## config.mk

```make
export PLATFORM = sky130hd
export DESIGN_NAME = vdf_square
export DESIGN_NICKNAME = d
export VERILOG_FILES = /design/src/hw/rtl/vdf_pkg.sv /design/src/hw/rtl/vdf_square.sv
export SDC_FILE = /design/constraint.sdc
export NUM_CORES = 2
export LEC_CHECK = 0
export BUFFER_PORTS_ARGS = -buffer_cell sky130_fd_sc_hd__buf_2
export CORE_MARGIN = 10
export CORE_UTILIZATION = 35
export DETAILED_ROUTE_END_ITERATION = 10
export MAX_ROUTING_LAYER = met4
export SYNTH_ARGS = -nofsm -noshare
export SYNTH_HDL_FRONTEND = slang
export SYNTH_SLANG_ARGS = --single-unit
```

## constraint.sdc

```tcl
create_clock -name i_clk -period 19.84 [get_ports i_clk]
set_input_delay 2.976 -clock i_clk [delete_from_list [all_inputs] [get_ports i_clk]]
set_output_delay 2.976 -clock i_clk [all_outputs]
set_load 0.1 [all_outputs]
```

## src/hw/rtl/vdf_pkg.sv

```systemverilog
// vdf_pkg: shared widths, types, register indexes and reset values for the
// velocity drag force pipeline.
// No dependencies.
package vdf_pkg;

    localparam int unsigned NUM_AXES       = 3;
    localparam int unsigned VEL_W          = 24;
    localparam int unsigned SUM_W          = 2 * VEL_W;
    localparam int unsigned ROOT_W         = VEL_W;
    localparam int unsigned BITS_PER_STAGE = 2;
    localparam int unsigned SQRT_STAGES    = ROOT_W / BITS_PER_STAGE;
    localparam int unsigned COEFF_W        = 16;
    localparam int unsigned FRAC_W         = 12;
    localparam int unsigned KPROD_W        = COEFF_W + ROOT_W;
    localparam int unsigned SCALE_W        = KPROD_W - FRAC_W + 1;
    localparam int unsigned PROD_W         = SCALE_W + VEL_W;
    localparam int unsigned MAG_W          = PROD_W - COEFF_W;
    localparam int unsigned MIN_DRAG_W     = 23;
    localparam int unsigned CFG_IDX_W      = 2;
    localparam int unsigned CFG_DATA_W     = 23;

    localparam logic [CFG_IDX_W-1:0] REG_LINEAR_COEFF    = 2'd0;
    localparam logic [CFG_IDX_W-1:0] REG_QUADRATIC_COEFF = 2'd1;
    localparam logic [CFG_IDX_W-1:0] REG_MIN_DRAG        = 2'd2;

    localparam logic [COEFF_W-1:0]    LINEAR_COEFF_RST    = 16'd655;
    localparam logic [COEFF_W-1:0]    QUADRATIC_COEFF_RST = 16'd655;
    localparam logic [MIN_DRAG_W-1:0] MIN_DRAG_RST        = 23'd41;

    localparam logic [VEL_W-1:0] SAT_POS     = 24'h7F_FFFF;
    localparam logic [VEL_W-1:0] SAT_NEG_MAG = 24'h80_0000;

    typedef logic [NUM_AXES-1:0][VEL_W-1:0] t_vec;

    typedef struct packed {
        logic [NUM_AXES-1:0] neg;
        t_vec                mag;
    } t_side;

    typedef struct packed {
        logic [COEFF_W-1:0]    linear_coeff;
        logic [COEFF_W-1:0]    quadratic_coeff;
        logic [MIN_DRAG_W-1:0] min_drag;
    } t_cfg;

endpackage

```

## src/hw/rtl/vdf_square.sv

```systemverilog
// vdf_square: magnitudes of the velocity components, their squares and the
// sum of squares, three register stages.
// Depends on vdf_pkg.
module vdf_square (
    input  logic                      i_clk,
    input  logic                      i_rst_n,
    input  logic                      i_valid,
    output logic                      o_ready,
    input  vdf_pkg::t_vec             i_vel,
    output logic                      o_valid,
    input  logic                      i_ready,
    output logic [vdf_pkg::SUM_W-1:0] o_sumsq,
    output vdf_pkg::t_side            o_side
);

    logic [2:0] r_vld;
    logic       en0, en1, en2;

    vdf_pkg::t_side n_side0;
    vdf_pkg::t_side r_side0, r_side1, r_side2;
    logic [vdf_pkg::NUM_AXES-1:0][vdf_pkg::SUM_W-1:0] r_sq;
    logic [vdf_pkg::SUM_W-1:0] r_sum;

    assign en2     = !r_vld[2] || i_ready;
    assign en1     = !r_vld[1] || en2;
    assign en0     = !r_vld[0] || en1;
    assign o_ready = en0;
    assign o_valid = r_vld[2];
    assign o_sumsq = r_sum;
    assign o_side  = r_side2;

    always_comb begin
        for (int a = 0; a < vdf_pkg::NUM_AXES; a++) begin
            n_side0.neg[a] = i_vel[a][vdf_pkg::VEL_W-1];
            n_side0.mag[a] = i_vel[a][vdf_pkg::VEL_W-1] ? (vdf_pkg::VEL_W'(0) - i_vel[a])
                                                        : i_vel[a];
        end
    end

    always_ff @(posedge i_clk) begin
        if (!i_rst_n) begin
            r_vld <= '0;
        end else begin
            if (en0) r_vld[0] <= i_valid;
            if (en1) r_vld[1] <= r_vld[0];
            if (en2) r_vld[2] <= r_vld[1];
        end
    end

    always_ff @(posedge i_clk) begin
        if (en0 && i_valid) begin
            r_side0 <= n_side0;
        end
        if (en1 && r_vld[0]) begin
            r_side1 <= r_side0;
            for (int a = 0; a < vdf_pkg::NUM_AXES; a++) begin
                r_sq[a] <= vdf_pkg::SUM_W'(r_side0.mag[a]) * vdf_pkg::SUM_W'(r_side0.mag[a]);
            end
        end
        if (en2 && r_vld[1]) begin
            r_side2 <= r_side1;
            r_sum   <= r_sq[0] + r_sq[1] + r_sq[2];
        end
    end

endmodule

```

==> reports/summary.txt <==
routed vias - 43410
final count of pins violating max slew - 0
Setup WS post-layout - 11750 ps
clk_lat worst skew - 700 ps
Starting Density - 0.3518
Crit Path Max Fanout - 25
CTS sink count - 414
post-DR wirelength/cell - 18.48 um
CTS tree - done
achievable frequency - 123.5 MHz
area grow syn2layout - 8.860%
Avg Vias per Cell - 4.763
final core utilization - 0.3829
cell taking the most area after synthesis - fa_1
GRT overflow - 0
routability cong. - 0.9093
final setup skew - 51.42 ps
Rel. slew slack - 0.1530
die height - 454.2 um
clock root buffer - clkbuf_16
deepest clock path buffer count - 3
H-tree depth - 2
post-route setup TNS - 0 ps
Yosys warnings - 0
dpl cells - 9005
post-detailed-route count of antenna-violating nets - 0
nature of the critical path endpoint - flip-flop
minimum clock period - 8094 ps
vias in the first global route - 48860
Place WS - 11760 ps
register bit total from synthesis - 414
drt drc - 0
Worst setup SP type - flip-flop
RSZ-0062 raised after global routing - no
share of layout cells above drive strength 1 - 0.06007
critical path arrival - 8510 ps
Core Box Area - 0.1876 mm2
Resize count post-CTS - 0
Hold Path Class - reg -> reg
worst-margin pin slew - 1270 ps
1st-pass router iterations - 5
kind of critical path - reg -> reg
total area of sequential cells - 0.01240 mm2
top cells by count, synth - inv_1, fa_1, ha_1
run status - finished clean
drt initial violations - 2374
total CTS buffers - 54
sequential share of the synthesized area - 0.1879
Synth Flop Type - edfxtp_1
port bufs - 200
Detailed Route WL - 168400 um
Post-Layout Cell Count - 9115
Mapped Area - 0.06599 mm2
largest net degree at the start of global routing - 138
Yosys top cell area share - 0.3995
EDFF count, synth - 411
dpl hpwl - 135000 um
FILL cells - 18500
Mapped Avg Cell Area - 10.25 um2
Hold Buf Count CTS - 0
Worst-path clk slew - 60 ps
gr usage total - 0.1720
FP Rows - 159
final setup vio count - 0
I/O pin total - 201
async set-reset flop share out of synthesis - 0
first-pass GRT wire length - 271100 um
Mapped Cells - 6438
multi-input logic area - 0.04616 mm2
final worst-path cycle share - 0.4080
setup repair bufs after CTS - 0
CP max stage delay - 1110 ps
leading post-synthesis cells by cell area - fa_1, edfxtp_1, ha_1, inv_1, and2_1
max_cap viols - 0
Final #Nets - 8533
die area - 0.2063 mm2
most frequent cell after synthesis - inv_1
Unique masters post-synth - 74
critical path data required time - 20250 ps
slowest cell on the critical path - edfxtp_1
x dimension of the die - 454.2 um
Final Hold Vio Count - 0
initial antenna violation count - 8
==> sequential cells by signal, summed over array words and instances, names as in the netlist <==
register / flops
o_side: 75
o_sumsq: 48
r_side0: 75
r_side1: 75
r_sq: 138
r_vld: 3
==> metrics by stage <==
stage	hold slack, ps	cell area, um2
final	416.5	71840
after CTS	414.8	71810
after global routing	421.7	71830
after global placement	401.2	69940
after floorplan	400.3	66000
after detailed placement	405.2	69940
==> worst paths after layout <==
kind | start | end | slack [ps] | cells past startpoint
worst max-delay path | r_side0[26] | r_sq[90] | 11750 | 25
worst min-delay path | r_side1[34] | o_side[34] | 420 | 0
worst max register to register | r_side0[26] | r_sq[90] | 11750 | 25
worst min register to register | r_side1[34] | o_side[34] | 420 | 0
==> cells in the final DEF (no fill, tap or decap), types with 9 or more instances in the layout <==
cell type and count:
and3_1 26, fa_1 1317, nand4_1 32, diode_2 11, a21o_1 112, o21a_1 16, nor2b_1 40, a31oi_1 18
o211ai_1 17, inv_1 1791, nand3_1 27, edfxtp_1 411, xor2_1 77, or2_2 10, o21ai_0 95, o31ai_1 28
or4_1 10, buf_4 68, nand2_1 571, buf_2 200, and2_1 363, xnor2_1 192, clkbuf_16 55, nand2b_1 25
ha_1 574, and4_1 10, a21oi_1 179, nor2_1 119, o21bai_1 26, or3_1 15, nor3_1 9, a211oi_1 12
==> layer usage <==
layer / GRT usage / share of wire / vias to the layer above / routed length [um]
met1: 0.2112 / 0.41 / 22190 / 68940
met2: 0.2841 / 0.48 / 1159 / 81190
li1: - / - / 19760 / -
met5: - / 0 / - / 0
met3: 0.02023 / 0.051 / 304 / 8602
met4: 0.07942 / 0.057 / 0 / 9679
==> area by class of cell <==
class	instances	area share
Clock inverter	39	0.006653
Multi-Input combinational cell	4036	0.6426
Inverter	1791	0.09358
Clock buffer	60	0.01942
Sequential cell	414	0.1726
Antenna cell	11	0.0003832
Timing Repair Buffer	269	0.02132
Tap cell	2495	0.04346
==> cell families after synthesis <==
family,Yosys count,synth area share
compound gates,592,0.05878
xor+xnor,269,0.03570
flops,414,0.1879
fa+ha+maj,1891,0.5084
buf+inv,1990,0.1132
mux,7,0.001119
simple gates,1274,0.09484
other cells,1,0.00005683
==> critical path: cells and delay by family (launching register included) <==
kind	cells	cell delay, ps
buf+inv	7	380
simple gates	2	450
xor+xnor	1	160
fa+ha+maj	8	4020
flops	1	1110
compound gates	7	1700
Power is left out: the tool's default activity adds up to more than one toggle a clock period on the data nets, which glitch-free logic cannot reach.
