**config.mk**
```make
export PLATFORM = sky130hd
export DESIGN_NAME = vdf_sqrt
export DESIGN_NICKNAME = d
export VERILOG_FILES = /design/src/hw/rtl/vdf_pkg.sv /design/src/hw/rtl/vdf_sqrt.sv
export SDC_FILE = /design/constraint.sdc
export NUM_CORES = 2
export LEC_CHECK = 0
export ABC_AREA = 1
export BUFFER_PORTS_ARGS = -buffer_cell sky130_fd_sc_hd__buf_2
export CAP_MARGIN = 15
export CORE_MARGIN = 2
export CORE_UTILIZATION = 25
export DETAILED_ROUTE_END_ITERATION = 8
export GPL_TIMING_DRIVEN = 0
export PLACE_DENSITY = 0.51
export SYNTH_ARGS = -nofsm -noshare
export SYNTH_HDL_FRONTEND = slang
export SYNTH_SLANG_ARGS = --single-unit
```
**constraint.sdc**
```tcl
create_clock -name i_clk -period 12 [get_ports i_clk]
set_input_delay 1.8 -clock i_clk [delete_from_list [all_inputs] [get_ports i_clk]]
set_output_delay 1.8 -clock i_clk [all_outputs]
set_load 0.01 [all_outputs]
```
**src/hw/rtl/vdf_pkg.sv**
```systemverilog
// vdf_pkg: shared widths, types, register indexes and reset values for the
// velocity drag force pipeline.
// No dependencies.
package vdf_pkg;

    localparam int unsigned NUM_AXES       = 3;
    localparam int unsigned VEL_W          = 24;
    localparam int unsigned SUM_W          = 2 * VEL_W;
    localparam int unsigned ROOT_W         = VEL_W;
    localparam int unsigned BITS_PER_STAGE = 2;
    localparam int unsigned SQRT_STAGES    = ROOT_W / BITS_PER_STAGE;
    localparam int unsigned COEFF_W        = 16;
    localparam int unsigned FRAC_W         = 12;
    localparam int unsigned KPROD_W        = COEFF_W + ROOT_W;
    localparam int unsigned SCALE_W        = KPROD_W - FRAC_W + 1;
    localparam int unsigned PROD_W         = SCALE_W + VEL_W;
    localparam int unsigned MAG_W          = PROD_W - COEFF_W;
    localparam int unsigned MIN_DRAG_W     = 23;
    localparam int unsigned CFG_IDX_W      = 2;
    localparam int unsigned CFG_DATA_W     = 23;

    localparam logic [CFG_IDX_W-1:0] REG_LINEAR_COEFF    = 2'd0;
    localparam logic [CFG_IDX_W-1:0] REG_QUADRATIC_COEFF = 2'd1;
    localparam logic [CFG_IDX_W-1:0] REG_MIN_DRAG        = 2'd2;

    localparam logic [COEFF_W-1:0]    LINEAR_COEFF_RST    = 16'd655;
    localparam logic [COEFF_W-1:0]    QUADRATIC_COEFF_RST = 16'd655;
    localparam logic [MIN_DRAG_W-1:0] MIN_DRAG_RST        = 23'd41;

    localparam logic [VEL_W-1:0] SAT_POS     = 24'h7F_FFFF;
    localparam logic [VEL_W-1:0] SAT_NEG_MAG = 24'h80_0000;

    typedef logic [NUM_AXES-1:0][VEL_W-1:0] t_vec;

    typedef struct packed {
        logic [NUM_AXES-1:0] neg;
        t_vec                mag;
    } t_side;

    typedef struct packed {
        logic [COEFF_W-1:0]    linear_coeff;
        logic [COEFF_W-1:0]    quadratic_coeff;
        logic [MIN_DRAG_W-1:0] min_drag;
    } t_cfg;

endpackage

```
**src/hw/rtl/vdf_sqrt.sv**
```systemverilog
// vdf_sqrt: pipelined digit-by-digit integer square root of the sum of
// squares, two root bits per stage; side data travels alongside.
// Depends on vdf_pkg.
module vdf_sqrt (
    input  logic                       i_clk,
    input  logic                       i_rst_n,
    input  logic                       i_valid,
    output logic                       o_ready,
    input  logic [vdf_pkg::SUM_W-1:0]  i_sumsq,
    input  vdf_pkg::t_side             i_side,
    output logic                       o_valid,
    input  logic                       i_ready,
    output logic [vdf_pkg::ROOT_W-1:0] o_root,
    output vdf_pkg::t_side             o_side
);

    typedef struct packed {
        logic [vdf_pkg::SUM_W-1:0]  rem;
        logic [vdf_pkg::ROOT_W-1:0] res;
    } t_root;

    function automatic t_root sqrt_step(t_root s, int unsigned bitpos);
        logic [vdf_pkg::SUM_W+1:0] trial;
        t_root                     r;
        trial = ((vdf_pkg::SUM_W + 2)'(s.res) << (bitpos + 1))
              | ((vdf_pkg::SUM_W + 2)'(1) << (2 * bitpos));
        r = s;
        if ({2'b00, s.rem} >= trial) begin
            r.rem = s.rem - vdf_pkg::SUM_W'(trial);
            r.res = s.res | (vdf_pkg::ROOT_W'(1) << bitpos);
        end
        return r;
    endfunction

    logic [vdf_pkg::SQRT_STAGES-1:0] r_vld;
    logic [vdf_pkg::SQRT_STAGES:0]   en;
    t_root          r_st   [vdf_pkg::SQRT_STAGES];
    vdf_pkg::t_side r_side [vdf_pkg::SQRT_STAGES];

    assign en[vdf_pkg::SQRT_STAGES] = i_ready;
    assign o_ready = en[0];
    assign o_valid = r_vld[vdf_pkg::SQRT_STAGES-1];
    assign o_root  = r_st[vdf_pkg::SQRT_STAGES-1].res;
    assign o_side  = r_side[vdf_pkg::SQRT_STAGES-1];

    for (genvar g = 0; g < vdf_pkg::SQRT_STAGES; g++) begin : g_stage
        logic           vld_in;
        t_root          st_in;
        t_root          n_st;
        vdf_pkg::t_side side_in;

        assign en[g] = !r_vld[g] || en[g+1];

        if (g == 0) begin : g_first
            assign vld_in  = i_valid;
            assign st_in   = '{rem: i_sumsq, res: '0};
            assign side_in = i_side;
        end else begin : g_next
            assign vld_in  = r_vld[g-1];
            assign st_in   = r_st[g-1];
            assign side_in = r_side[g-1];
        end

        always_comb begin
            n_st = st_in;
            for (int b = 0; b < vdf_pkg::BITS_PER_STAGE; b++) begin
                n_st = sqrt_step(n_st,
                    vdf_pkg::ROOT_W - 1 - g * vdf_pkg::BITS_PER_STAGE - b);
            end
        end

        always_ff @(posedge i_clk) begin
            if (!i_rst_n) begin
                r_vld[g] <= 1'b0;
            end else if (en[g]) begin
                r_vld[g] <= vld_in;
            end
        end

        always_ff @(posedge i_clk) begin
            if (en[g] && vld_in) begin
                r_st[g]   <= n_st;
                r_side[g] <= side_in;
            end
        end
    end

endmodule

```
==> results.sh <==
export IMPL_maxCapViolCount=0
export IMPL_netlist_area_leader_share=0.581
export IMPL_grt_max_degree=89
export IMPL_synth_area_um2=81800
export IMPL_utilization=0.290
export IMPL_layout_common_cells="nand2_1, edfxtp_1, inv_1, nor2_1, nand3_1"
export IMPL_whs_ns=0.351
export IMPL_cts_buffers=170
export IMPL_rsz0062_at_grt="no"
export IMPL_vias=58954
export IMPL_endpoint_kind="output pin"
export IMPL_ant_nets=0
export IMPL_cts_resized=0
export IMPL_synth_edf_count=1584
export IMPL_syn_to_final_growth_pct=15.7
export IMPL_cpMostUsedCell="nor2_1"
export IMPL_drt_first_pass_iters=8
export IMPL_power_w=0.0118
export IMPL_max_freq_mhz=157
export IMPL_critPathLaunchType="primary input"
export IMPL_crit_fanout=3
export IMPL_fin_skew_ns=0.0788
export IMPL_min_period_ns=6.37
export IMPL_post_route_drc_count=0
export IMPL_io_pins=228
export IMPL_wl_um=241000
export IMPL_ctsHtreeMaxLevel=4
export IMPL_synth_avg_cell_area_um2=9.64
export IMPL_postCtsSetupRepairBufs=0
export IMPL_synth_seq_area_share=0.584
export IMPL_place_hpwl_um=194000
export IMPL_fillers=34289
export IMPL_synth_top_cell_by_area="edfxtp_1"
export IMPL_cp_cell_sequence="buf_2 -> nor2_1 -> inv_1 -> nor2_1 -> inv_1 -> nor2_1 -> inv_1 -> nor2_1 -> inv_1 -> nor2_1 -> inv_1 -> nor2_1 -> inv_1 -> nor2_1 -> nand2_1 -> nor2_1 -> nand2_1 -> nor2_1 -> nand2_1 -> buf_2"
export IMPL_drtIter0Drc=4162
export IMPL_fp_dieH_um=576
export IMPL_gp_congestion=0.939
export IMPL_worst_slew_pin_slew_ns=1.12
export IMPL_yosys_warnings=0
export IMPL_io_buffer_count=227
export IMPL_post_drt_wl_per_cell_um=18.0
export IMPL_finalSetupViolCount=0
export IMPL_final_max_slew_viol_count=0
export IMPL_die_x_um=576
export IMPL_worst_path_max_delay_cell="nor2_1"
export IMPL_worst_slew_margin_rel=0.244
export IMPL_grt_pass1_vias=57148
export IMPL_synth_main_ff_cell="edfxtp_1"
export IMPL_final_common_cell="nand2_1"
export IMPL_instances_no_fill=13395
export IMPL_drive_above_1_share=0.0804
export IMPL_fp_coreArea_um2=326000
export IMPL_dieArea_um2=332000
export IMPL_cts_buffer_depth=4
export IMPL_ir_drop_mv=0.103
export IMPL_rows=210
export IMPL_post_place_cells=13096
export IMPL_root_buffer="clkbuf_16"
export IMPL_worstPathRequired_ns=10.20
export IMPL_vias_per_cell=4.40
export IMPL_min_path_type="flop to flop"
export IMPL_clkTransAtPathRegs_ns=0.06
export IMPL_synth_nets=8946
export IMPL_tritoncts="done"
export IMPL_async_reset_ff_frac=0
export IMPL_leakage_nw=36.6
export IMPL_postLayoutSetupSlackWorst_ns=5.63
export IMPL_worstSetupPathType="primary input to output pin"
export IMPL_arrival_ns=4.57
export IMPL_ys_ff_latch=1596
export IMPL_hold_viol=0
export IMPL_grt_overflow_total=0
export IMPL_multi_input_area_um2=29400
export IMPL_synthTopCellsByArea="edfxtp_1, nand2_1, ha_1"
export IMPL_max_stage_delay_ns=0.27
export IMPL_ff_latch_area_um2=47800
export IMPL_timing_final_crit_share=0.531
export IMPL_clkLatencyLatePin_ns=0.84
export IMPL_syn_instance_count=8486
export IMPL_nets=9382
export IMPL_grt_first_pass_wirelength_um=358000
export IMPL_pwr_density_cell_nw_per_um2=125
export IMPL_hold_buffers=0
export IMPL_antenna_found_initial=17
export IMPL_yosysUniqueCellTypes=64
export IMPL_cts_sinks=1596
export IMPL_outcome="finished, final reports clean"
export IMPL_dp_slack_ns=5.63
export IMPL_grtUsageTotal=0.142
export IMPL_initial_utilization=0.251
==> cells in the mapped netlist, types with 20 or more instances <==
| cell type | n |
|---|---|
| nor4_1 | 30 |
| nand3_1 | 578 |
| o21ai_2 | 20 |
| o21bai_1 | 21 |
| ha_1 | 333 |
| nand3b_1 | 26 |
| edfxtp_1 | 1584 |
| xor2_1 | 144 |
| inv_1 | 1086 |
| nor2_2 | 21 |
| nand2_1 | 2134 |
| nor3_1 | 109 |
| a21o_1 | 21 |
| nand3_2 | 20 |
| xnor2_1 | 134 |
| clkbuf_1 | 23 |
| nor2_1 | 963 |
| o21a_1 | 24 |
| o21ai_1 | 51 |
| nand2_2 | 26 |
| nand4_1 | 150 |
| or2_2 | 23 |
| a21oi_1 | 406 |
| o21ai_0 | 352 |
==> flip-flops by register name, indices dropped and copies added, names as in the netlist <==
register,count
g_stage.vld_in,11
r_st,684
o_valid,1
r_side,900
==> through the flow <==
step / setup TNS [ns] / area, µm²
global placement: -1231.81 / 88400
CTS: 0 / 94600
floorplan: 0 / 81800
finish: 0 / 94600
global route: 0 / 94600
detailed placement: 0 / 89300
==> logic make-up after synthesis <==
group                    synth area share
AO/OA/AOI/OAI                      0.0645
XOR/XNOR                           0.0300
adder cells (fa/ha/maj)            0.0509
buffers and inverters              0.0567
flip-flops                          0.584
multiplexers                     0.000122
AND/OR/NAND/NOR                     0.213
==> final cells by class <==
class / count / share of cell area
Buffer: 72 / 0.00496
Clock buffer: 202 / 0.0469
Timing Repair Buffer: 264 / 0.0210
Multi-Input combinational cell: 5710 / 0.311
Tap cell: 4346 / 0.0575
Antenna cell: 6 / 0.000159
Inverter: 1108 / 0.0444
Sequential cell: 1596 / 0.505
Clock inverter: 91 / 0.00886
==> path summary, 6_finish.rpt <==
path / depth (start not counted) / start / end / slack (ns)
setup / recovery: 20 / i_ready / o_ready / 5.63
hold reg to reg: 0 / r_side[1][156]$_DFFE_PP_ / r_side[1][231]$_DFFE_PP_ / 0.35
setup reg to reg: 20 / r_st[10][2]$_SDFFCE_PP1P_ / r_st[11][0]$_SDFFCE_PP1P_ / 5.75
hold / removal: 0 / r_side[1][156]$_DFFE_PP_ / r_side[1][231]$_DFFE_PP_ / 0.35
==> routing by layer <==
metal / track usage / vias up / share of wire
met5: 0 / - / 0.000054
met4: 0.0405 / 2 / 0.029
met3: 0.0186 / 337 / 0.044
met2: 0.244 / 1387 / 0.48
met1: 0.186 / 27588 / 0.45
li1: - / 29640 / -
==> where the power goes <==
part	switching, W	leakage, nW	internal [W]
sequential	0.0000370	14.5	0.00617
clock	0.00214	2.56	0.00293
combinational	0.000335	19.5	0.000172
==> worst max-delay path, delay by kind of cell <==
family | cells | cell delay (ns)
buffers and inverters | 8 | 0.72
and+or+nand+nor | 12 | 2.07
Note: power is estimated with default switching activity, not from simulation.
